### src/hdl/bts_pkg.sv
// ----------------------------------------------------------------------------
// bts_pkg
// shared constants, codes and types of the bilinear texture sampler
// ----------------------------------------------------------------------------
package bts_pkg;

   localparam int MAX_SIDE    = 256;
   localparam int SIDE_W      = $clog2(MAX_SIDE) + 1;
   localparam int CELL_W      = $clog2(MAX_SIDE);
   localparam int ADDR_W      = 16;
   localparam int STORE_DEPTH = 1 << ADDR_W;
   localparam int TEXEL_W     = 24;
   localparam int CHAN_W      = 8;
   localparam int FRAC_W      = 16;
   localparam int COORD_W     = 20;
   localparam int QCOORD_W    = FRAC_W + 1;
   localparam int OUT_W       = 16;
   localparam int QUEUE_DEPTH = 4;
   localparam int QPTR_W      = $clog2(QUEUE_DEPTH);

   localparam logic [QCOORD_W-1:0] ONE_Q16 = QCOORD_W'(1) << FRAC_W;

   // register indexes of the configuration port
   localparam logic CSR_TEX_WIDTH  = 1'b0;
   localparam logic CSR_TEX_HEIGHT = 1'b1;

   typedef enum logic {
      OP_LOAD   = 1'b0,
      OP_SAMPLE = 1'b1
   } op_type;

   // one classified beat between front and back
   typedef struct packed {
      op_type              op;
      logic [ADDR_W-1:0]   idx_a;
      logic [ADDR_W-1:0]   idx_b;
      logic [ADDR_W-1:0]   idx_c;
      logic [ADDR_W-1:0]   idx_d;
      logic [TEXEL_W-1:0]  texel;
      logic [FRAC_W-1:0]   frac_s;
      logic [FRAC_W-1:0]   frac_t;
   } entry_type;

endpackage

### src/hdl/bts_queue.sv
// ----------------------------------------------------------------------------
// bts_queue
// short fifo between the front and the back
// ----------------------------------------------------------------------------
module bts_queue import bts_pkg::*; (
   input  logic              clock,
   input  logic              reset,
   input  logic              push,
   input  entry_type         push_entry,
   input  logic              pop,
   output logic              not_empty,
   output entry_type         head,
   output logic [QPTR_W:0]   count
);

   entry_type           slot_ff [QUEUE_DEPTH];
   logic [QPTR_W-1:0]   wr_ptr_ff, rd_ptr_ff;
   logic [QPTR_W:0]     count_ff;
   logic                do_pop;

   assign do_pop    = pop && (count_ff != '0);
   assign not_empty = count_ff != '0;
   assign head      = slot_ff[rd_ptr_ff];
   assign count     = count_ff;

   always_ff @(posedge clock) begin
      if (reset) begin
         wr_ptr_ff <= '0;
         rd_ptr_ff <= '0;
         count_ff  <= '0;
      end else begin
         if (push) wr_ptr_ff <= wr_ptr_ff + QPTR_W'(1);
         if (do_pop) rd_ptr_ff <= rd_ptr_ff + QPTR_W'(1);
         count_ff <= count_ff + (QPTR_W+1)'(push) - (QPTR_W+1)'(do_pop);
      end
      if (push) slot_ff[wr_ptr_ff] <= push_entry;
   end

   ap_no_overflow: assert property (@(posedge clock) disable iff (reset)
      push |-> (count_ff != (QPTR_W+1)'(QUEUE_DEPTH)) || do_pop)
      else $error("queue overflow");

   ap_count_range: assert property (@(posedge clock) disable iff (reset)
      count_ff <= (QPTR_W+1)'(QUEUE_DEPTH))
      else $error("queue count out of range");

endmodule

### config.mk
export PLATFORM = sky130hd
export DESIGN_NAME = bts_queue
export DESIGN_NICKNAME = d
export VERILOG_FILES = /design/src/hdl/bts_pkg.sv /design/src/hdl/bts_queue.sv
export SDC_FILE = /design/constraint.sdc
export NUM_CORES = 1
export LEC_CHECK = 0
export BUFFER_PORTS_ARGS = -buffer_cell sky130_fd_sc_hd__buf_4
export CAP_MARGIN = 25
export CORE_ASPECT_RATIO = 0.6
export CORE_UTILIZATION = 57
export DETAILED_ROUTE_END_ITERATION = 10
export PLACE_DENSITY = 0.8
export SLEW_MARGIN = 20
export SYNTH_ARGS = -nofsm -noshare
export SYNTH_HDL_FRONTEND = slang
export SYNTH_SLANG_ARGS = --single-unit
### constraint.sdc
create_clock -name clock -period 4.28 [get_ports clock]
set_input_delay 0.642 -clock clock [delete_from_list [all_inputs] [get_ports clock]]
set_output_delay 0.642 -clock clock [all_outputs]
set_load 0.05 [all_outputs]
# Word-level counts from Yosys, hierarchy flattened
# Memories as Yosys holds them, arrays and structs flattened. A register that Yosys moved wholly into a read port is not among the register bits.
# Index checks and enable logic that the tools add are counted.
[totals] out_inout_bits=125 elab_cells=14 ramBits=484 ff_bits=7 memories=1
[memory_table] memory="slot_ff" depth=4 width=121 rd=1 rd_ports_with_merged_regs=1 wr=1 line="bts_queue.sv:16" source="entry_type slot_ff [QUEUE_DEPTH];"
[classes] addsub=4 mux=4 reduce_logical=2
[op_table] cell="2-bit by 1-bit adder with 2-bit output (second input constant)" n=2
[op_table] cell="2-bit 2-to-1 mux" n=2
[op_table] cell="3-bit by 1-bit adder with 3-bit output" n=1
[op_table] cell="3-bit nonzero test" n=1
[op_table] cell="3-bit by 1-bit subtractor with 3-bit output" n=1
[op_table] cell="1-bit 2-to-1 mux" n=2
[op_table] cell="1-bit logical AND" n=1

# Depth between registers and ports, before layout
# Gate-level depths: netlist of the first run.
[logic_depth] depth_word=4 ltp_mapped=7 ltp_nobuf=7

# Worst setup path after synthesis of the first run
# No wires, ideal clock.
[synth_path] path_kind="in2reg" start="input port push" end="memory slot_ff[0][0] in the netlist's numbering, enable pin" stages=1 slack_ns=0.367 t_arrival_ns=3.419 setup_ns=0.494 n_path_buf=0 path_cell_list="and2_1"
[synth_via] elab_chain_len=2
[synth_lines] item="start, declared" line="bts_queue.sv:8" source="input logic push,"
[synth_lines] item="1-bit 2-to-1 mux" line="bts_queue.sv:36" source="if (push) slot_ff[wr_ptr_ff] <= push_entry;"
[synth_lines] item="1-bit 2-to-1 mux (implied by the code)" line="bts_queue.sv:36"
[synth_lines] item="end, declared" line="bts_queue.sv:16"
# Every way passes these cells.

==> out/results.txt, run 1 <==
H-tree levels: 2
Hold Startpoint: push_entry[60]
clock power share: 28.0%
Reg clk slew, reported paths: 70 ps
PD cells: 589 nW/um2
sequential-to-total area share from yosys stat: 81.6%
height of the die: 140 um
reg-to-reg endpoint: slot_ff[1][59]
TNS Setup: 0 ps
Root Buffer: clkbuf_16
multi-input logic area: 3000 um2
CTS tree: done
post-DP HPWL: 19,700 um
post-synthesis async set-or-reset flop share: 0%
largest net degree at the start of global routing: 122
endpoint class of the critical path: output pin
worst r2r src: wr_ptr_ff[0]
combinational power share: 27.2%
RSZ-0062 raised after global routing: false
switching share of power: 30.8%
prevailing post-synth register cell: edfxtp_1
postcts setup bufs: 0
port bufs: 249
vias post-DR: 7,963
# DRC: 0
GRT Total Usage: 21.2%
syn_nets: 809
Crit path max-delay family: flip-flops
Clock Latency Late Sink: 530 ps
clk buf depth: 3
Finished Cell Area: 21,600 um2
via/cell ratio: 5.69
crit path DAT: 2550 ps
Critical Path Fanout Max: 51
diodes inserted: 0
initial DRC count: 591
gr ovfl total: 0
Fill cells: 1,849
Final Skew: 12.6 ps
nets@finish: 1,085
Synth Register Bits: 493
worst-path cell chain: buf_12 > mux4_2 > buf_4
Placed Area: 20,300 um2
Rows: 50
Mapped Cells: 677
Syn Area/Cell: 26.6 um2
f_max: 314 MHz
internal power: 0.00879 W
# IOs: 250
WP depth: 3
status: complete, no violations
Hold Crit Class: in2reg
post-place setup slack: 1590 ps
register share of total power: 44.7%
Slew headroom: 42.2%
fin. max-slew vios: 0
CTS Sinks: 493
die footprint: 32,400 um2
hold buffer count at cts: 0
CP required: 3640 ps
Final Hold Viols: 0
Final WS setup: 1090 ps
layout cells sized above 1: 45.1%
fin crit share: 74.5%
critical path class: reg2out
Fin Hold WS: 305 ps
Yosys cell types: 22
Hold Path Sink: slot_ff[2][60]
layout overhead on the synthesized area: 19.7%
R2R Setup Slk: 2170 ps
EDFF count, synth: 484
synthesized area: 18,000 um2
Setup-failing EPs final: 0
CTS resizes: 0
Initial Utilization: 57.9%
MaxCap Viol Count: 0
commonest non-fill, non-tap cell in the layout: edfxtp_1
Final min period: 3190 ps
routability cong.: 0.716
Net Sw Power: 0.00392 W
VDD IR-drop max: 0.423 mV
Worst Hold Path Cells: 1
synth warn: 0
critical path's largest stage delay: 700 ps
drt total wl: 33,600 um
first-pass GRT wire length: 50,500 um
cts bufs inserted: 42
number of global-route vias before repair: 8,420
most frequent cells in the layout: edfxtp_1 (484), buf_4 (253), mux4_2 (121), clkbuf_16 (43), clkbuf_1 (13)
DR pass1 iterations: 4
per-cell routed wire length: 24.0 um
Worst path slowest cell: dfxtp_4
Worst Path Buf+Inv: 2
critical path startpoint category: flop
remaining antenna violation count: 0
register area: 14,700 um2
antenna violations before repair: 0
worst reg-to-reg path cell count: 3
Core ar.: 31,200 um2
Worst-Margin Slew: 866 ps
Die Width: 232 um
Leak: 7.21 nW
## metrics by stage
step / util (%) / cells / power (W)
after floorplan: - / 677 / 0.00842
after global placement: 65.2 / 1325 / 0.00922
after detailed placement: 65.2 / 1325 / 0.00927
after CTS: 69.2 / 1400 / 0.0128
after global routing: 69.2 / 1400 / 0.0131
final: 69.2 / 1400 / 0.0127
## cells in the mapped netlist (2+ instances only)
| cell | count | share of area [%] |
|---|---|---|
| edfxtp_1 | 484 | 81 |
| mux4_2 | 121 | 15 |
| buf_12 | 10 | 1.1 |
| buf_2 | 9 | 0.25 |
| dfxtp_1 | 9 | 1.0 |
| ha_1 | 6 | 0.42 |
| inv_1 | 6 | 0.12 |
| nor2_1 | 5 | 0.10 |
| and2_1 | 4 | 0.14 |
| nor2b_1 | 4 | 0.14 |
| buf_1 | 3 | 0.062 |
| buf_4 | 3 | 0.12 |
| mux2_2 | 3 | 0.19 |
| clkbuf_1 | 2 | 0.042 |
## cells by family after synthesis
logic type / synth area share [%]
DFF: 81.6
muxes: 15.4
buffers and inverters: 1.78
and+or+nand+nor: 0.417
adders and majority gates: 0.528
AOI/OAI and AO/OA: 0.0972
xor gates and xnor gates: 0.180
## metal layers
layer  part of all wire (%)  GRT usage (%)  wire length [um]  vias to the layer above
li1                       -              -                 -                     3471
met1                     42           29.5             14000                     4194
met2                     49           34.3             16600                      248
met3                    7.5           5.70              2510                       50
met4                    1.6           4.81               529                        0
met5                      0              0                 0                        -
## final cells by class
cell class                      count  area share (%)
Timing Repair Buffer              260            9.46
Inverter                            6           0.104
Sequential cell                   493            68.3
Clock buffer                       56            5.21
Multi-Input combinational cell    150            13.9
Tap cell                          416            2.41
Clock inverter                     19           0.655
## worst register-to-register path, stage by stage (launching register included)
cell	delay (ps)
dfxtp_1	400
ha_1	180
and2_4	660
buf_4	500
## registers in the layout (all words and copies together) (netlist names), named ones only
name	cells
slot_ff	484
rd_ptr_ff	2
count	3
wr_ptr_ff	2
## worst max-delay path by stage
stage	start	end	slack, ps
2_1_floorplan	push	slot_ff[0][0]	370
3_3_place_gp	flop	head[111]	1630
3_5_place_dp	flop	head[78]	1590
4_1_cts	flop	head[78]	1000
5_1_grt	flop	head[78]	910
6_report	flop	head[108]	1090
## power groups by stage
stage / sequential [W] / clock [W] / combinational, W
detailed placement: 0.00579 / 0 / 0.00348
finish: 0.00568 / 0.00356 / 0.00346
global route: 0.00571 / 0.00382 / 0.00361
floorplan: 0.00577 / 0 / 0.00265
CTS: 0.00569 / 0.00364 / 0.00350
global placement: 0.00577 / 0 / 0.00345
(Power assumes the default switching activity.)
==> run 2: changes to the inputs <==
==> constraint.sdc (replaced) <==
create_clock -name clock -period 3.15 [get_ports clock]
set_input_delay 0.4725 -clock clock [delete_from_list [all_inputs] [get_ports clock]]
set_output_delay 0.4725 -clock clock [all_outputs]
set_load 0.05 [all_outputs]
==> run 2 against run 1 <==
Sequential share of layout area is 0.41 points lower. Die area unchanged. Largest power group unchanged. Critical endpoint is now head[9]. Largest cell class unchanged. Via count is 0.19% higher. Register-to-register slack worse by 1000 ps.
==> out/results.txt, run 2 (synthesized netlist as in run 1, its figures left out) <==
status: complete, no violations
Root Buffer: clkbuf_16
Core ar.: 31,200 um2 (unchanged)
Die Width: 232 um (unchanged)
Clock Latency Late Sink: 530 ps (about the same)
Worst Hold Path Cells: 1 (unchanged)
Hold Path Sink: slot_ff[0][30]
critical path class: reg2out
Worst Path Buf+Inv: 2 (unchanged)
die footprint: 32,400 um2 (unchanged)
Slew headroom: 48.0% (+5.7 points)
Finished Cell Area: 21,700 um2 (+0.60%)
Worst-Margin Slew: 781 ps (-85.8 ps)
post-DP HPWL: 20,400 um (+3.8%)
hold buffer count at cts: 0 (unchanged)
Final WS setup: 358 ps (-734 ps)
GRT Total Usage: 21.3% (about the same)
postcts setup bufs: 0 (unchanged)
gr ovfl total: 0 (unchanged)
drt total wl: 33,500 um (-0.16%)
antenna violations before repair: 0 (unchanged)
Rows: 50 (unchanged)
number of global-route vias before repair: 8,585 (+2.0%)
Reg with most FFs: slot_ff
most frequent cells in the layout: edfxtp_1 (484), buf_4 (254), mux4_2 (121), clkbuf_16 (43), clkinv_1 (12)
Critical Path Fanout Max: 37 (-27%)
first-pass GRT wire length: 50,900 um (+0.67%)
endpoint class of the critical path: output pin
DR pass1 iterations: 4 (unchanged)
Final min period: 2790 ps
fin crit share: 88.6%
max reg flops: 484 (unchanged)
worst r2r src: count[1]
critical path startpoint category: flop
H-tree levels: 2 (unchanged)
post-place setup slack: 892 ps (-695 ps)
Hold Crit Class: in2reg
height of the die: 140 um (unchanged)
PD cells: 804 nW/um2 (+36%)
Initial Utilization: 57.9% (unchanged)
reg-to-reg endpoint: count[2]
TNS Setup: 0 ps (unchanged)
R2R Setup Slk: 1140 ps (-1030 ps)
CP required: 2680 ps (-960 ps)
vias post-DR: 7,978 (+0.19%)
layout cells sized above 1: 45.7% (+0.53 points)
fin. max-slew vios: 0 (unchanged)
Crit path max-delay family: flip-flops
Reg clk slew, reported paths: 70 ps (about the same)
commonest non-fill, non-tap cell in the layout: edfxtp_1
Leak: 7.27 nW (+0.87%)
Fill cells: 1,843 (-0.32%)
clk buf depth: 3 (unchanged)
VDD IR-drop max: 0.485 mV (+15%)
Worst path slowest cell: dfxtp_4
CTS resizes: 0 (unchanged)
largest net degree at the start of global routing: 122 (unchanged)
register area: 14,700 um2 (unchanged)
# DRC: 0 (unchanged)
Setup-failing EPs final: 0 (unchanged)
nets@finish: 1,091 (+0.55%)
remaining antenna violation count: 0 (unchanged)
RSZ-0062 raised after global routing: false
diodes inserted: 0 (unchanged)
multi-input logic area: 3000 um2 (unchanged)
per-cell routed wire length: 23.8 um (-0.59%)
worst reg-to-reg path cell count: 7 (+4)
CTS tree: done
Final Skew: 12.6 ps (+0.00170 ps)
cts bufs inserted: 43 (+2.4%)
Hold Startpoint: push_entry[30]
layout overhead on the synthesized area: 20.4%
Final Hold Viols: 0 (unchanged)
crit path DAT: 2320 ps (-230 ps)
CTS Sinks: 493 (unchanged)
routability cong.: 0.712 (-0.67%)
MaxCap Viol Count: 0 (unchanged)
via/cell ratio: 5.67 (-0.24%)
worst-path cell chain: buf_12 > mux4_2 > buf_4
# IOs: 250 (unchanged)
port bufs: 249 (unchanged)
initial DRC count: 635 (+7.4%)
critical path's largest stage delay: 590 ps (-110 ps)
Placed Area: 20,400 um2 (+0.43%)
f_max: 358 MHz
[run 2: cell count changes in the layout (fill, tap and decap cells not counted), sizes merged]
cell	previous run	this run
bufinv	2	3
buf	260	265
inv	7	9
clkbuf	56	50
clkinv	15	19
[run 2: worst max path at each step]
stage | startpoint | end | slack, ps | cells past startpoint
2_1_floorplan | wr_ptr_ff[0] | slot_ff[2][0] | 680 | 3
3_3_place_gp | flop | head[9] | 920 | 3
3_5_place_dp | flop | head[80] | 890 | 3
4_1_cts | flop | head[80] | 300 | 3
5_1_grt | flop | head[9] | 240 | 3
6_report | flop | head[9] | 360 | 3
[run 2: final cells by class]
type                            instances  area share (%)
Clock buffer                           50            5.08
Sequential cell                       493            67.8
Tap cell                              416            2.40
Inverter                                6           0.104
Clock inverter                         26           0.951
Multi-Input combinational cell        150            13.8
Timing Repair Buffer                  265            9.80
[run 2: metal layers]
| layer | up-vias | share of wire (%) | global-route usage (%) |
|---|---|---|---|
| met3 | 55 | 8.1 | 6.52 |
| met1 | 4192 | 41 | 29.3 |
| met4 | 0 | 1.7 | 5.09 |
| met2 | 246 | 49 | 33.8 |
| met5 | - | 0 | 0 |
| li1 | 3485 | - | - |
[run 2: worst register-to-register path: cells and delay by family, from the launching register on]
kind | cells | cell delay [ps]
AOI/OAI and AO/OA | 1 | 380
xor gates and xnor gates | 1 | 210
adders and majority gates | 3 | 880
buffers and inverters | 1 | 40
DFF | 1 | 370
and+or+nand+nor | 1 | 40
[run 2: power by group]
part / switching, W / internal (W)
Clock: 0.00221 / 0.00276
Combinational: 0.00302 / 0.00175
Sequential: 0.000149 / 0.00756
[run 2: stage by stage]
stage / power, W / std cells / utilization, % / hold WS [ps]
final: 0.0174 / 1406 / 69.7 / 132
after global routing: 0.0180 / 1406 / 69.7 / 105
after CTS: 0.0176 / 1406 / 69.7 / 103
after detailed placement: 0.0127 / 1330 / 65.4 / 551
after global placement: 0.0126 / 1330 / 65.4 / 550
after floorplan: 0.0114 / 677 / - / 514
