### src/hdl/bts_pkg.sv
// ----------------------------------------------------------------------------
// bts_pkg
// shared constants, codes and types of the bilinear texture sampler
// ----------------------------------------------------------------------------
package bts_pkg;

   localparam int MAX_SIDE    = 256;
   localparam int SIDE_W      = $clog2(MAX_SIDE) + 1;
   localparam int CELL_W      = $clog2(MAX_SIDE);
   localparam int ADDR_W      = 16;
   localparam int STORE_DEPTH = 1 << ADDR_W;
   localparam int TEXEL_W     = 24;
   localparam int CHAN_W      = 8;
   localparam int FRAC_W      = 16;
   localparam int COORD_W     = 20;
   localparam int QCOORD_W    = FRAC_W + 1;
   localparam int OUT_W       = 16;
   localparam int QUEUE_DEPTH = 4;
   localparam int QPTR_W      = $clog2(QUEUE_DEPTH);

   localparam logic [QCOORD_W-1:0] ONE_Q16 = QCOORD_W'(1) << FRAC_W;

   // register indexes of the configuration port
   localparam logic CSR_TEX_WIDTH  = 1'b0;
   localparam logic CSR_TEX_HEIGHT = 1'b1;

   typedef enum logic {
      OP_LOAD   = 1'b0,
      OP_SAMPLE = 1'b1
   } op_type;

   // one classified beat between front and back
   typedef struct packed {
      op_type              op;
      logic [ADDR_W-1:0]   idx_a;
      logic [ADDR_W-1:0]   idx_b;
      logic [ADDR_W-1:0]   idx_c;
      logic [ADDR_W-1:0]   idx_d;
      logic [TEXEL_W-1:0]  texel;
      logic [FRAC_W-1:0]   frac_s;
      logic [FRAC_W-1:0]   frac_t;
   } entry_type;

endpackage

### src/hdl/bts_front.sv
// ----------------------------------------------------------------------------
// bts_front
// accepts beats, clamps and scales coordinates, forms the corner addresses
// ----------------------------------------------------------------------------
module bts_front import bts_pkg::*; (
   input  logic                clock,
   input  logic                reset,
   input  logic                accept,
   input  logic                req_op,
   input  logic [ADDR_W-1:0]   req_texel_addr,
   input  logic [CHAN_W-1:0]   req_texel_red,
   input  logic [CHAN_W-1:0]   req_texel_green,
   input  logic [CHAN_W-1:0]   req_texel_blue,
   input  logic [COORD_W-1:0]  req_u_coord,
   input  logic [COORD_W-1:0]  req_v_coord,
   input  logic [SIDE_W-1:0]   tex_width,
   input  logic [SIDE_W-1:0]   tex_height,
   output logic                push,
   output entry_type           push_entry
);

   function automatic logic [QCOORD_W-1:0] clamp_coord(input logic [COORD_W-1:0] raw);
      logic [QCOORD_W-1:0] r;
      r = raw[QCOORD_W-1:0];
      if (raw[COORD_W-1]) r = '0;
      else if (raw > COORD_W'(ONE_Q16)) r = ONE_Q16;
      return r;
   endfunction

   function automatic logic [SIDE_W-1:0] clamp_side(input logic [SIDE_W-1:0] s);
      logic [SIDE_W-1:0] r;
      r = s;
      if (s == '0) r = SIDE_W'(1);
      else if (s > SIDE_W'(MAX_SIDE)) r = SIDE_W'(MAX_SIDE);
      return r;
   endfunction

   // stage 1: clamp
   logic                    f1_valid_ff;
   op_type                  f1_op_ff;
   logic [ADDR_W-1:0]       f1_addr_ff;
   logic [TEXEL_W-1:0]      f1_texel_ff;
   logic [QCOORD_W-1:0]     f1_cu_ff, f1_cv_ff;
   logic [SIDE_W-1:0]       f1_w_ff, f1_h_ff;

   always_ff @(posedge clock) begin
      if (reset) begin
         f1_valid_ff <= 1'b0;
      end else begin
         f1_valid_ff <= accept;
      end
      f1_op_ff    <= op_type'(req_op);
      f1_addr_ff  <= req_texel_addr;
      f1_texel_ff <= {req_texel_red, req_texel_green, req_texel_blue};
      f1_cu_ff    <= clamp_coord(req_u_coord);
      f1_cv_ff    <= clamp_coord(req_v_coord);
      f1_w_ff     <= clamp_side(tex_width);
      f1_h_ff     <= clamp_side(tex_height);
   end

   // stage 2: scale by side minus one
   logic [QCOORD_W+CELL_W-1:0] su_in, sv_in;
   logic [QCOORD_W+CELL_W-1:0] f2_su_ff, f2_sv_ff;
   logic                       f2_valid_ff;
   op_type                     f2_op_ff;
   logic [ADDR_W-1:0]          f2_addr_ff;
   logic [TEXEL_W-1:0]         f2_texel_ff;
   logic [SIDE_W-1:0]          f2_w_ff;

   always_comb begin
      su_in = f1_cu_ff * CELL_W'(f1_w_ff - SIDE_W'(1));
      sv_in = f1_cv_ff * CELL_W'(f1_h_ff - SIDE_W'(1));
   end

   always_ff @(posedge clock) begin
      if (reset) begin
         f2_valid_ff <= 1'b0;
      end else begin
         f2_valid_ff <= f1_valid_ff;
      end
      f2_op_ff    <= f1_op_ff;
      f2_addr_ff  <= f1_addr_ff;
      f2_texel_ff <= f1_texel_ff;
      f2_su_ff    <= su_in;
      f2_sv_ff    <= sv_in;
      f2_w_ff     <= f1_w_ff;
   end

   // corner addresses, registered in the queue
   logic [CELL_W-1:0]        ul, uh, vl, vh;
   logic [FRAC_W-1:0]        fs, ft;
   logic [SIDE_W+CELL_W-1:0] row_lo, row_hi;

   always_comb begin
      ul     = f2_su_ff[FRAC_W +: CELL_W];
      vl     = f2_sv_ff[FRAC_W +: CELL_W];
      fs     = f2_su_ff[FRAC_W-1:0];
      ft     = f2_sv_ff[FRAC_W-1:0];
      uh     = ul + CELL_W'(fs != '0);
      vh     = vl + CELL_W'(ft != '0);
      row_lo = vl * f2_w_ff;
      row_hi = vh * f2_w_ff;

      push              = f2_valid_ff;
      push_entry.op     = f2_op_ff;
      push_entry.texel  = f2_texel_ff;
      push_entry.frac_s = fs;
      push_entry.frac_t = ft;
      push_entry.idx_b  = ADDR_W'(row_lo + (SIDE_W+CELL_W)'(uh));
      push_entry.idx_c  = ADDR_W'(row_hi + (SIDE_W+CELL_W)'(uh));
      push_entry.idx_d  = ADDR_W'(row_hi + (SIDE_W+CELL_W)'(ul));
      if (f2_op_ff == OP_LOAD) begin
         push_entry.idx_a = f2_addr_ff;
      end else begin
         push_entry.idx_a = ADDR_W'(row_lo + (SIDE_W+CELL_W)'(ul));
      end
   end

endmodule

### config.mk
export PLATFORM = sky130hd
export DESIGN_NAME = bts_front
export DESIGN_NICKNAME = d
export VERILOG_FILES = /design/src/hdl/bts_pkg.sv /design/src/hdl/bts_front.sv
export SDC_FILE = /design/constraint.sdc
export NUM_CORES = 1
export LEC_CHECK = 0
export ABC_AREA = 1
export BUFFER_PORTS_ARGS = -buffer_cell sky130_fd_sc_hd__buf_2
export CORE_MARGIN = 2
export CORE_UTILIZATION = 42
export CTS_CLUSTER_DIAMETER = 200
export CTS_CLUSTER_SIZE = 14
export DETAILED_ROUTE_END_ITERATION = 8
export GPL_ROUTABILITY_DRIVEN = 0
export PLACE_DENSITY = 0.63
export SLEW_MARGIN = 20
export SYNTH_ARGS = -nofsm -noshare
export SYNTH_HDL_FRONTEND = slang
export SYNTH_SLANG_ARGS = --single-unit
### constraint.sdc
create_clock -name clock -period 10.2 [get_ports clock]
set_input_delay 2.04 -clock clock [delete_from_list [all_inputs] [get_ports clock]]
set_output_delay 2.04 -clock clock [all_outputs]
set_load 0.05 [all_outputs]
# Word-level counts from Yosys, hierarchy flattened
# Index checks and enable logic that the tools add are counted.
# word_totals
inputBits	102
ff_bits	192
output_inout_bits	122
# classes
muxes	5
n_mul	4
n_addsub	8
order_cmp	4
n_reduce_logical	8
# op_table
cell	count
adder 16 x 8 -> 16 bit	4
multiplier 17 x 8 -> 24 bit	2
> comparator 20 x 17 -> 1 bit (second input constant)	2
2-to-1 mux 17 bit	2
multiplier 8 x 9 -> 16 bit	2
nonzero test 16 bit	2
> comparator 9 bit (second input constant)	2
logical NOT 9 bit	2
adder 8 x 1 -> 8 bit	2
2-to-1 mux 16 bit	1
subtractor 8 x 1 -> 8 bit (second input constant)	2
2-to-1 mux 9 bit	1
OR reduction 2 bit	4
2-to-1 mux 1 bit	1

# Depth between registers and ports, before layout
# Gate-level depths: netlist of the first run.
# logic_depth
word_depth	4
depth_mapped	34
ltp_nobuf	34

# Worst setup path before layout of the first run
# Ideal clock, no wire load.
# synth_path
kind	register to output
from	register f2_sv_ff[9]
to	output port push_entry[69] in the netlist's numbering
t_arrival_ps	5706
stages_incl_launch_ff	28
setup_slack_ps	2454
cell_sequence	dfxtp_1 nor4_1 nand4_1 ha_1 ha_1 nor2_1 nor2_1 inv_1 nor2_1 fa_1 fa_1 inv_1 fa_1 fa_1 inv_1 ha_1 xnor2_1 inv_1 ha_1 nand2_1 o21a_1 nand2_1 nand2_1 nand2_1 nand2_1 nor2_4 nand2_1 xor2_1
# synth_rtl
item	line	text
start: declaration	bts_front.sv:63	logic [QCOORD_W+CELL_W-1:0] f2_su_ff, f2_sv_ff;
start signal: assignment	bts_front.sv:85	f2_sv_ff <= sv_in;
end: declaration	bts_front.sv:19	output entry_type push_entry

==> impl_results.rst, run 1 <==
.. list-table::
   :header-rows: 1

   * - Metric
     - Value
   * - Hold Path Class
     - flop to flop
   * - Share of the cycle needed by the critical path after routing
     - 0.849
   * - Largest net degree at the start of global routing
     - 21
   * - Initial antenna violation count
     - 1
   * - Die Footprint
     - 50300 um^2
   * - Syn nets
     - 3167
   * - Boundary pin count
     - 224
   * - Cell depth of the worst min-delay path
     - 0
   * - Wire length of the first global-routing pass
     - 82300 um
   * - Mean Syn Cell Area
     - 7.83 um^2
   * - Post-detailed-placement cell area
     - 21900 um^2
   * - Die Span Y
     - 224 um
   * - Unique cell type count in the Yosys netlist
     - 47
   * - Slew at the pin closest to its max-slew limit
     - 0.923 ns
   * - Cell Area, Synth
     - 20400 um^2
   * - Cell with the largest stage delay on the worst path
     - sky130_fd_sc_hd__fa_1
   * - Congestion Overflow GR
     - 0
   * - Clock tree root buffer cell
     - sky130_fd_sc_hd__clkbuf_16
   * - Horizontal extent of the die
     - 224 um
   * - Average via count per standard cell
     - 4.87
   * - Area Growth Syn to Fin
     - 10.2%
   * - Number of CTS-inserted buffers
     - 17
   * - Core Footprint
     - 47800 um^2
   * - Biggest cell delay along the critical path
     - 0.51 ns
   * - Hold path startpoint
     - f1_addr_ff[1]
   * - Number of enable-type register cells in the synthesized netlist
     - 0
   * - Final Non-Filler Cells
     - 3400
   * - Data required, critical path
     - 8.16 ns
   * - N_diodes
     - 0
   * - Total power density per cell area
     - 164 nW/um^2
   * - Share of post-route cells with drive strength above 1
     - 0.106
   * - Type of element capturing the critical path
     - output port
   * - Post-route ant nets
     - 0
   * - Maximum level of the CTS H-tree
     - 4
   * - Sum of routed wire length over all layers
     - 48700 um
   * - Status
     - finished, final reports clean
   * - Nets
     - 3337
   * - Leak Pwr
     - 11.8 nW
   * - Vias in the first global route
     - 17443
   * - Most area-hungry cell type in the Yosys netlist
     - sky130_fd_sc_hd__fa_1
   * - Clock Path Buffers
     - 2
   * - CTS sink count
     - 192
   * - Number of instances resized during post-cts repair
     - 0
   * - Design Area, Final
     - 22400 um^2
   * - CTS hold repair buffers
     - 0
   * - Maximum achievable frequency
     - 0.115 GHz
   * - Synth Flop Type
     - sky130_fd_sc_hd__dfxtp_1
   * - Minimum period implied by the final worst setup slack
     - 8.66 ns
   * - Initial core utilization
     - 0.426
   * - DRC violation count after routing
     - 0
   * - Worst hold margin
     - 0.326 ns
   * - Post-CTS clock slew at the launch and capture registers of the worst setup and hold paths
     - 0.08 ns
   * - Sort of element at the start of the critical path
     - flop
   * - RSZ-0062 raised after global routing
     - false
   * - Tightest slew margin relative to the limit
     - 0.381
   * - First-pass detailed-route iteration total
     - 5
   * - Timing startpoint of the critical path
     - f2_sv_ff[0]
   * - Leading cell types by total area after synthesis
     - sky130_fd_sc_hd__fa_1, sky130_fd_sc_hd__dfxtp_1, sky130_fd_sc_hd__ha_1, sky130_fd_sc_hd__inv_1, sky130_fd_sc_hd__nand2_1
   * - Reg-to-reg setup timing slack
     - 4.11 ns
   * - Routed WL per cell
     - 14.3 um
   * - Number of rows in the core area
     - 80
   * - Post-synthesis sequential area ratio
     - 0.189
   * - Final Hold Fails
     - 0
   * - DRC marker count from the first detailed-route iteration
     - 827
   * - Setup skew after layout
     - 0.0165 ns
   * - Clock tree from TritonCTS
     - built
   * - Worst-Skew Late Latency
     - 0.47 ns
   * - Synth top area share
     - 0.259
   * - Arrival time at the worst endpoint
     - 6.62 ns
   * - Setup_tns
     - 0 ns
   * - Number of instances in the synthesized netlist
     - 2603
   * - Maximum fanout along the worst path
     - 7
   * - Startpoint of the most critical register-to-register path
     - f1_w_ff[0]
   * - Overall fraction of global-route tracks in use
     - 0.202
   * - Proportion of synthesized flip-flops having asynchronous set or reset
     - 0
   * - Endpoints failing setup
     - 0
   * - Vias
     - 16556
   * - Hold Crit Endpoint
     - f2_addr_ff[1]
   * - Number of setup buffers added after CTS
     - 0
   * - Fin. max-slew vios
     - 0
   * - Number of port buffers
     - 223
   * - Final HPWL DP
     - 41200 um
   * - Path type of the worst setup path
     - flop to output port
   * - Depth of the worst register-to-register path
     - 19
   * - Total placed cells including tap cells
     - 3369
   * - Critical register-to-register path endpoint
     - f2_su_ff[21]
   * - Count of synthesis-stage warnings from yosys
     - 0
   * - Maxcap violations
     - 0
   * - Flip-flop and latch count after synthesis
     - 192
   * - Worst VDD drop
     - 138 uV
==> cell families after synthesis <==
group / synth area share
adders and majority gates: 0.381
xor gates and xnor gates: 0.0502
DFF: 0.189
and+or+nand+nor: 0.202
buffers and inverters: 0.127
AOI/OAI and AO/OA: 0.0504
==> Yosys cell counts (all sizes together), types with 9 or more instances <==
master / number
clkbuf: 36
fa: 264
inv: 577
nand3: 72
nor4: 22
or2: 9
nor3: 16
nand2: 562
a31oi: 11
xor2: 74
xnor2: 39
nor2: 282
a21oi: 81
a21o: 13
buf: 40
nand4: 26
dfxtp: 192
o21ai: 52
ha: 198
==> how the worst max path moves through the flow <==
stage / end / cells past startpoint
detailed placement: push_entry[70] / 28
CTS: push_entry[70] / 31
global placement: push_entry[69] / 28
finish: push_entry[70] / 31
floorplan: push_entry[69] / 27
global route: push_entry[70] / 31
==> cell usage in the layout (no fill, tap or decap), types with 69 or more instances in the layout <==
cell	synthesis	layout
sky130_fd_sc_hd__inv_1	575	575
sky130_fd_sc_hd__nand2_1	554	554
sky130_fd_sc_hd__nor2_1	273	273
sky130_fd_sc_hd__fa_1	264	264
sky130_fd_sc_hd__buf_2	5	223
sky130_fd_sc_hd__ha_1	198	198
sky130_fd_sc_hd__dfxtp_1	192	192
sky130_fd_sc_hd__a21oi_1	79	79
sky130_fd_sc_hd__xor2_1	71	71
sky130_fd_sc_hd__nand3_1	69	69
==> report_power, final <==
part	total [W]	internal (W)	switching, W
clock	0.000672	0.000351	0.000321
sequential	0.000853	0.000795	0.0000583
combinational	0.00216	0.000589	0.00157
==> flip-flops by register name, summed over array words and instances, names as in the netlist <==
name and count:
f1_valid_ff 1, f2_sv_ff 24, f1_addr_ff 16, f2_addr_ff 16, f1_cu_ff 17, f1_op_ff 1, f1_h_ff 8, f1_cv_ff 17
f2_texel_ff 24, f2_w_ff 9, push 1, f2_su_ff 24, f1_texel_ff 24, f2_op_ff 1, f1_w_ff 9
==> metrics by stage <==
stage | worst slack (ns) | power [W] | util
final | 1.54 | 0.00368 | 0.469
after global routing | 1.05 | 0.00394 | 0.469
after CTS | 1.45 | 0.00372 | 0.469
after detailed placement | 1.98 | 0.00304 | 0.457
after global placement | 2.21 | 0.00300 | 0.457
after floorplan | 2.45 | 0.00257 | -
==> layer usage <==
metal	wire length, um	GRT usage	vias up
li1	-	-	8132
met4	873	0.0538	0
met3	2720	0.0368	60
met2	23800	0.362	451
met1	21300	0.251	7913
met5	0	0	-
==> area by class of cell <==
cell class / instances / area (um^2)
clock inverter: 13 / 145
inverter: 579 / 2170
fill: 4727 / 25400
timing repair buffer: 227 / 1150
clock buffer: 18 / 439
sequential: 192 / 3840
multi-input combinational: 1756 / 13900
tap: 615 / 769
==> critical path: cells and delay by family (launching register included) <==
family | cells | cell delay (ns)
flops | 1 | 0.32
compound gates | 1 | 0.20
xor+xnor | 1 | 0.19
simple gates | 13 | 1.82
buf+inv | 8 | 0.73
fa+ha+maj | 8 | 2.90
Note: power is estimated with default switching activity, not from simulation.
==> run 2, diff against run 1 <==
--- a/config.mk
+++ b/config.mk
@@ -13,7 +13,7 @@
 export CTS_CLUSTER_SIZE = 14
 export DETAILED_ROUTE_END_ITERATION = 8
 export GPL_ROUTABILITY_DRIVEN = 0
-export PLACE_DENSITY = 0.63
+export PLACE_DENSITY = 0.66
 export SLEW_MARGIN = 20
 export SYNTH_ARGS = -nofsm -noshare
 export SYNTH_HDL_FRONTEND = slang
==> constraint.sdc (replaced) <==
create_clock -name clock -period 6.9 [get_ports clock]
set_input_delay 1.38 -clock clock [delete_from_list [all_inputs] [get_ports clock]]
set_output_delay 1.38 -clock clock [all_outputs]
set_load 0.05 [all_outputs]
==> impl_results.rst, run 2 (synthesis gave the netlist of run 1 again) <==
.. list-table::
   :header-rows: 1

   * - Metric
     - Value
   * - Setup_tns
     - -8.02 ns (-8.02 ns)
   * - Design Area, Final
     - 24400 um^2 (+8.6%)
   * - Initial core utilization
     - 0.426 (unchanged)
   * - Tightest slew margin relative to the limit
     - 0.370 (-0.0111)
   * - Number of rows in the core area
     - 80 (unchanged)
   * - Buffer and inverter count on the worst path
     - 5 (-3)
   * - Horizontal extent of the die
     - 224 um (unchanged)
   * - First-pass detailed-route iteration total
     - 6 (+1)
   * - Biggest cell delay along the critical path
     - 0.53 ns (+0.02 ns)
   * - Sort of element at the start of the critical path
     - flop
   * - Clock tree root buffer cell
     - sky130_fd_sc_hd__clkbuf_16
   * - Share of total power in sequential cells
     - 0.192 (-0.040)
   * - Nets
     - 3451 (+3.4%)
   * - Die Span Y
     - 224 um (unchanged)
   * - Number of port buffers
     - 223 (unchanged)
   * - DRC violation count after routing
     - 0 (unchanged)
   * - Part of the total power dissipated in the clock network
     - 0.161 (-0.021)
   * - Post-CTS clock slew at the launch and capture registers of the worst setup and hold paths
     - 0.09 ns (about the same)
   * - Pre-CTS setup slack
     - -0.445 ns (-2.43 ns)
   * - Internal Power
     - 0.00324 W (+87%)
   * - Routed WL per cell
     - 14.5 um (+1.1%)
   * - Final Hold Fails
     - 0 (unchanged)
   * - Startpoint of the most critical register-to-register path
     - f1_w_ff[0]
   * - Critical register-to-register path endpoint
     - f2_su_ff[17]
   * - Leading cell type in the layout, fill and taps excluded
     - sky130_fd_sc_hd__inv_1
   * - N_diodes
     - 0 (unchanged)
   * - Min setup slack post-route
     - -0.566 ns (-2.10 ns)
   * - Cell with the largest stage delay on the worst path
     - sky130_fd_sc_hd__fa_1
   * - Combinational fraction of design power
     - 0.647 (+0.061)
   * - Clock tree from TritonCTS
     - built
   * - Clock Path Buffers
     - 2 (unchanged)
   * - Congestion Overflow GR
     - 0 (unchanged)
   * - Sum of routed wire length over all layers
     - 50900 um (+4.5%)
   * - Maximum level of the CTS H-tree
     - 4 (unchanged)
   * - Wire length of the first global-routing pass
     - 85400 um (+3.7%)
   * - CTS sink count
     - 192 (unchanged)
   * - Switch Pwr
     - 0.00327 W (+68%)
   * - Worst hold margin
     - 0.319 ns (-0.00787 ns)
   * - Data required, critical path
     - 5.52 ns (-2.64 ns)
   * - Maximum fanout along the worst path
     - 4 (-3)
   * - Filler Cell Count
     - 4478 (-5.3%)
   * - Sequential cell area in the final layout
     - 3870 um^2 (+0.62%)
   * - Post-detailed-placement cell area
     - 22600 um^2 (+3.4%)
   * - Initial antenna violation count
     - 1 (unchanged)
   * - Share of the cycle needed by the critical path after routing
     - 1.08
   * - Setup skew after layout
     - 0.0119 ns (-0.00457 ns)
   * - Post-route ant nets
     - 0 (unchanged)
   * - Cell depth of the worst min-delay path
     - 0 (unchanged)
   * - Vias
     - 17187 (+3.8%)
   * - Maxcap violations
     - 0 (unchanged)
   * - Maximum achievable frequency
     - 0.134 GHz
   * - Core Footprint
     - 47800 um^2 (unchanged)
   * - Total power density per cell area
     - 267 nW/um^2 (+63%)
   * - Reg-to-reg setup timing slack
     - 0.78 ns (-3.33 ns)
   * - RSZ-0062 raised after global routing
     - true
   * - Slew at the pin closest to its max-slew limit
     - 0.939 ns (+0.0165 ns)
   * - Fin. max-slew vios
     - 0 (unchanged)
   * - Number of CTS-inserted buffers
     - 17 (unchanged)
   * - Footprint of the multi-input gates
     - 14800 um^2 (+5.9%)
   * - Depth of the worst register-to-register path
     - 18 (-1)
   * - Switching share of power
     - 0.502 (-0.0271)
   * - Category of cells accounting for the largest share of critical-path delay
     - adder cells
   * - Hold Crit Endpoint
     - f2_w_ff[8]
   * - Type of element capturing the critical path
     - output port
   * - Endpoints failing setup
     - 18 (+18)
   * - Hold Path Class
     - flop to flop
   * - Share of post-route cells with drive strength above 1
     - 0.193 (+0.0879)
   * - Hold path startpoint
     - f1_w_ff[8]
   * - Final Non-Filler Cells
     - 3515 (+3.4%)
   * - Violated checks
     - negative setup slack
   * - CTS hold repair buffers
     - 0 (unchanged)
   * - Die Footprint
     - 50300 um^2 (unchanged)
   * - Worst-Skew Late Latency
     - 0.47 ns (about the same)
   * - Status
     - finished with violations
   * - Final HPWL DP
     - 41700 um (+1.2%)
   * - Total placed cells including tap cells
     - 3459 (+2.7%)
   * - Average via count per standard cell
     - 4.89 (+0.41%)
   * - Path type of the worst setup path
     - flop to output port
   * - Largest net degree at the start of global routing
     - 21 (unchanged)
   * - Arrival time at the worst endpoint
     - 6.09 ns (-0.53 ns)
   * - Minimum period implied by the final worst setup slack
     - 7.47 ns
   * - Worst VDD drop
     - 195 uV (+42%)
   * - Vias in the first global route
     - 18233 (+4.5%)
   * - Boundary pin count
     - 224 (unchanged)
   * - DRC marker count from the first detailed-route iteration
     - 1068 (+29%)
   * - Overall fraction of global-route tracks in use
     - 0.207 (+0.00511)
   * - Top cell by count, worst path
     - sky130_fd_sc_hd__nand2_2
   * - Area Growth Syn to Fin
     - 19.6%
   * - Commonest cells after routing, fill and taps aside
     - sky130_fd_sc_hd__inv_1, sky130_fd_sc_hd__nand2_1, sky130_fd_sc_hd__nor2_1
   * - Leak Pwr
     - 12.6 nW (+6.1%)
==> run 2: power groups by stage <==
| stage | sequential, W | clock (W) | combinational (W) |
|---|---|---|---|
| after floorplan | 0.00126 | 0 | 0.00257 |
| after global placement | 0.00126 | 0 | 0.00345 |
| after detailed placement | 0.00127 | 0 | 0.00351 |
| after CTS | 0.00124 | 0.00108 | 0.00388 |
| after global routing | 0.00126 | 0.00112 | 0.00453 |
| final | 0.00125 | 0.00105 | 0.00421 |
==> run 2: worst max path at each step <==
stage                       startpoint              to  slack (ns)  cells after the start
after floorplan            f2_sv_ff[9]  push_entry[65]        0.01                     25
after CTS                  f2_sv_ff[2]  push_entry[85]       -0.48                     31
after detailed placement   f2_sv_ff[1]  push_entry[69]       -0.45                     28
after global routing      f2_sv_ff[12]  push_entry[69]       -0.83                     29
after global placement     f2_sv_ff[1]  push_entry[69]       -0.38                     29
final                      f2_sv_ff[6]  push_entry[69]       -0.57                     29
==> run 2: final cells by class <==
| cell class | instances | area share |
|---|---|---|
| clock buffer | 18 | 0.0176 |
| tap | 615 | 0.0316 |
| timing repair buffer | 341 | 0.0893 |
| multi-input combinational | 1756 | 0.605 |
| sequential | 192 | 0.159 |
| inverter | 579 | 0.0895 |
| clock inverter | 14 | 0.00806 |
==> run 2: per-layer routing <==
layer	wire length [um]	GRT usage
met5	0	0
met4	1060	0.0592
met3	2790	0.0366
met2	25200	0.366
met1	21900	0.260
==> run 2: stage by stage <==
stage	total power, W	utilization
4_1_cts	0.00620	0.498
2_1_floorplan	0.00383	-
3_5_place_dp	0.00477	0.472
6_report	0.00651	0.509
5_1_grt	0.00691	0.509
3_3_place_gp	0.00471	0.472
==> run 2: what timing repair did <==
item | 4_1_cts | 5_1_grt
gates resized for setup | 136 | 107
endpoints found under the setup margin | 35 | 40
pin swaps | 34 | 63
buffers inserted | 14 | 10
cloned | 0 | 0
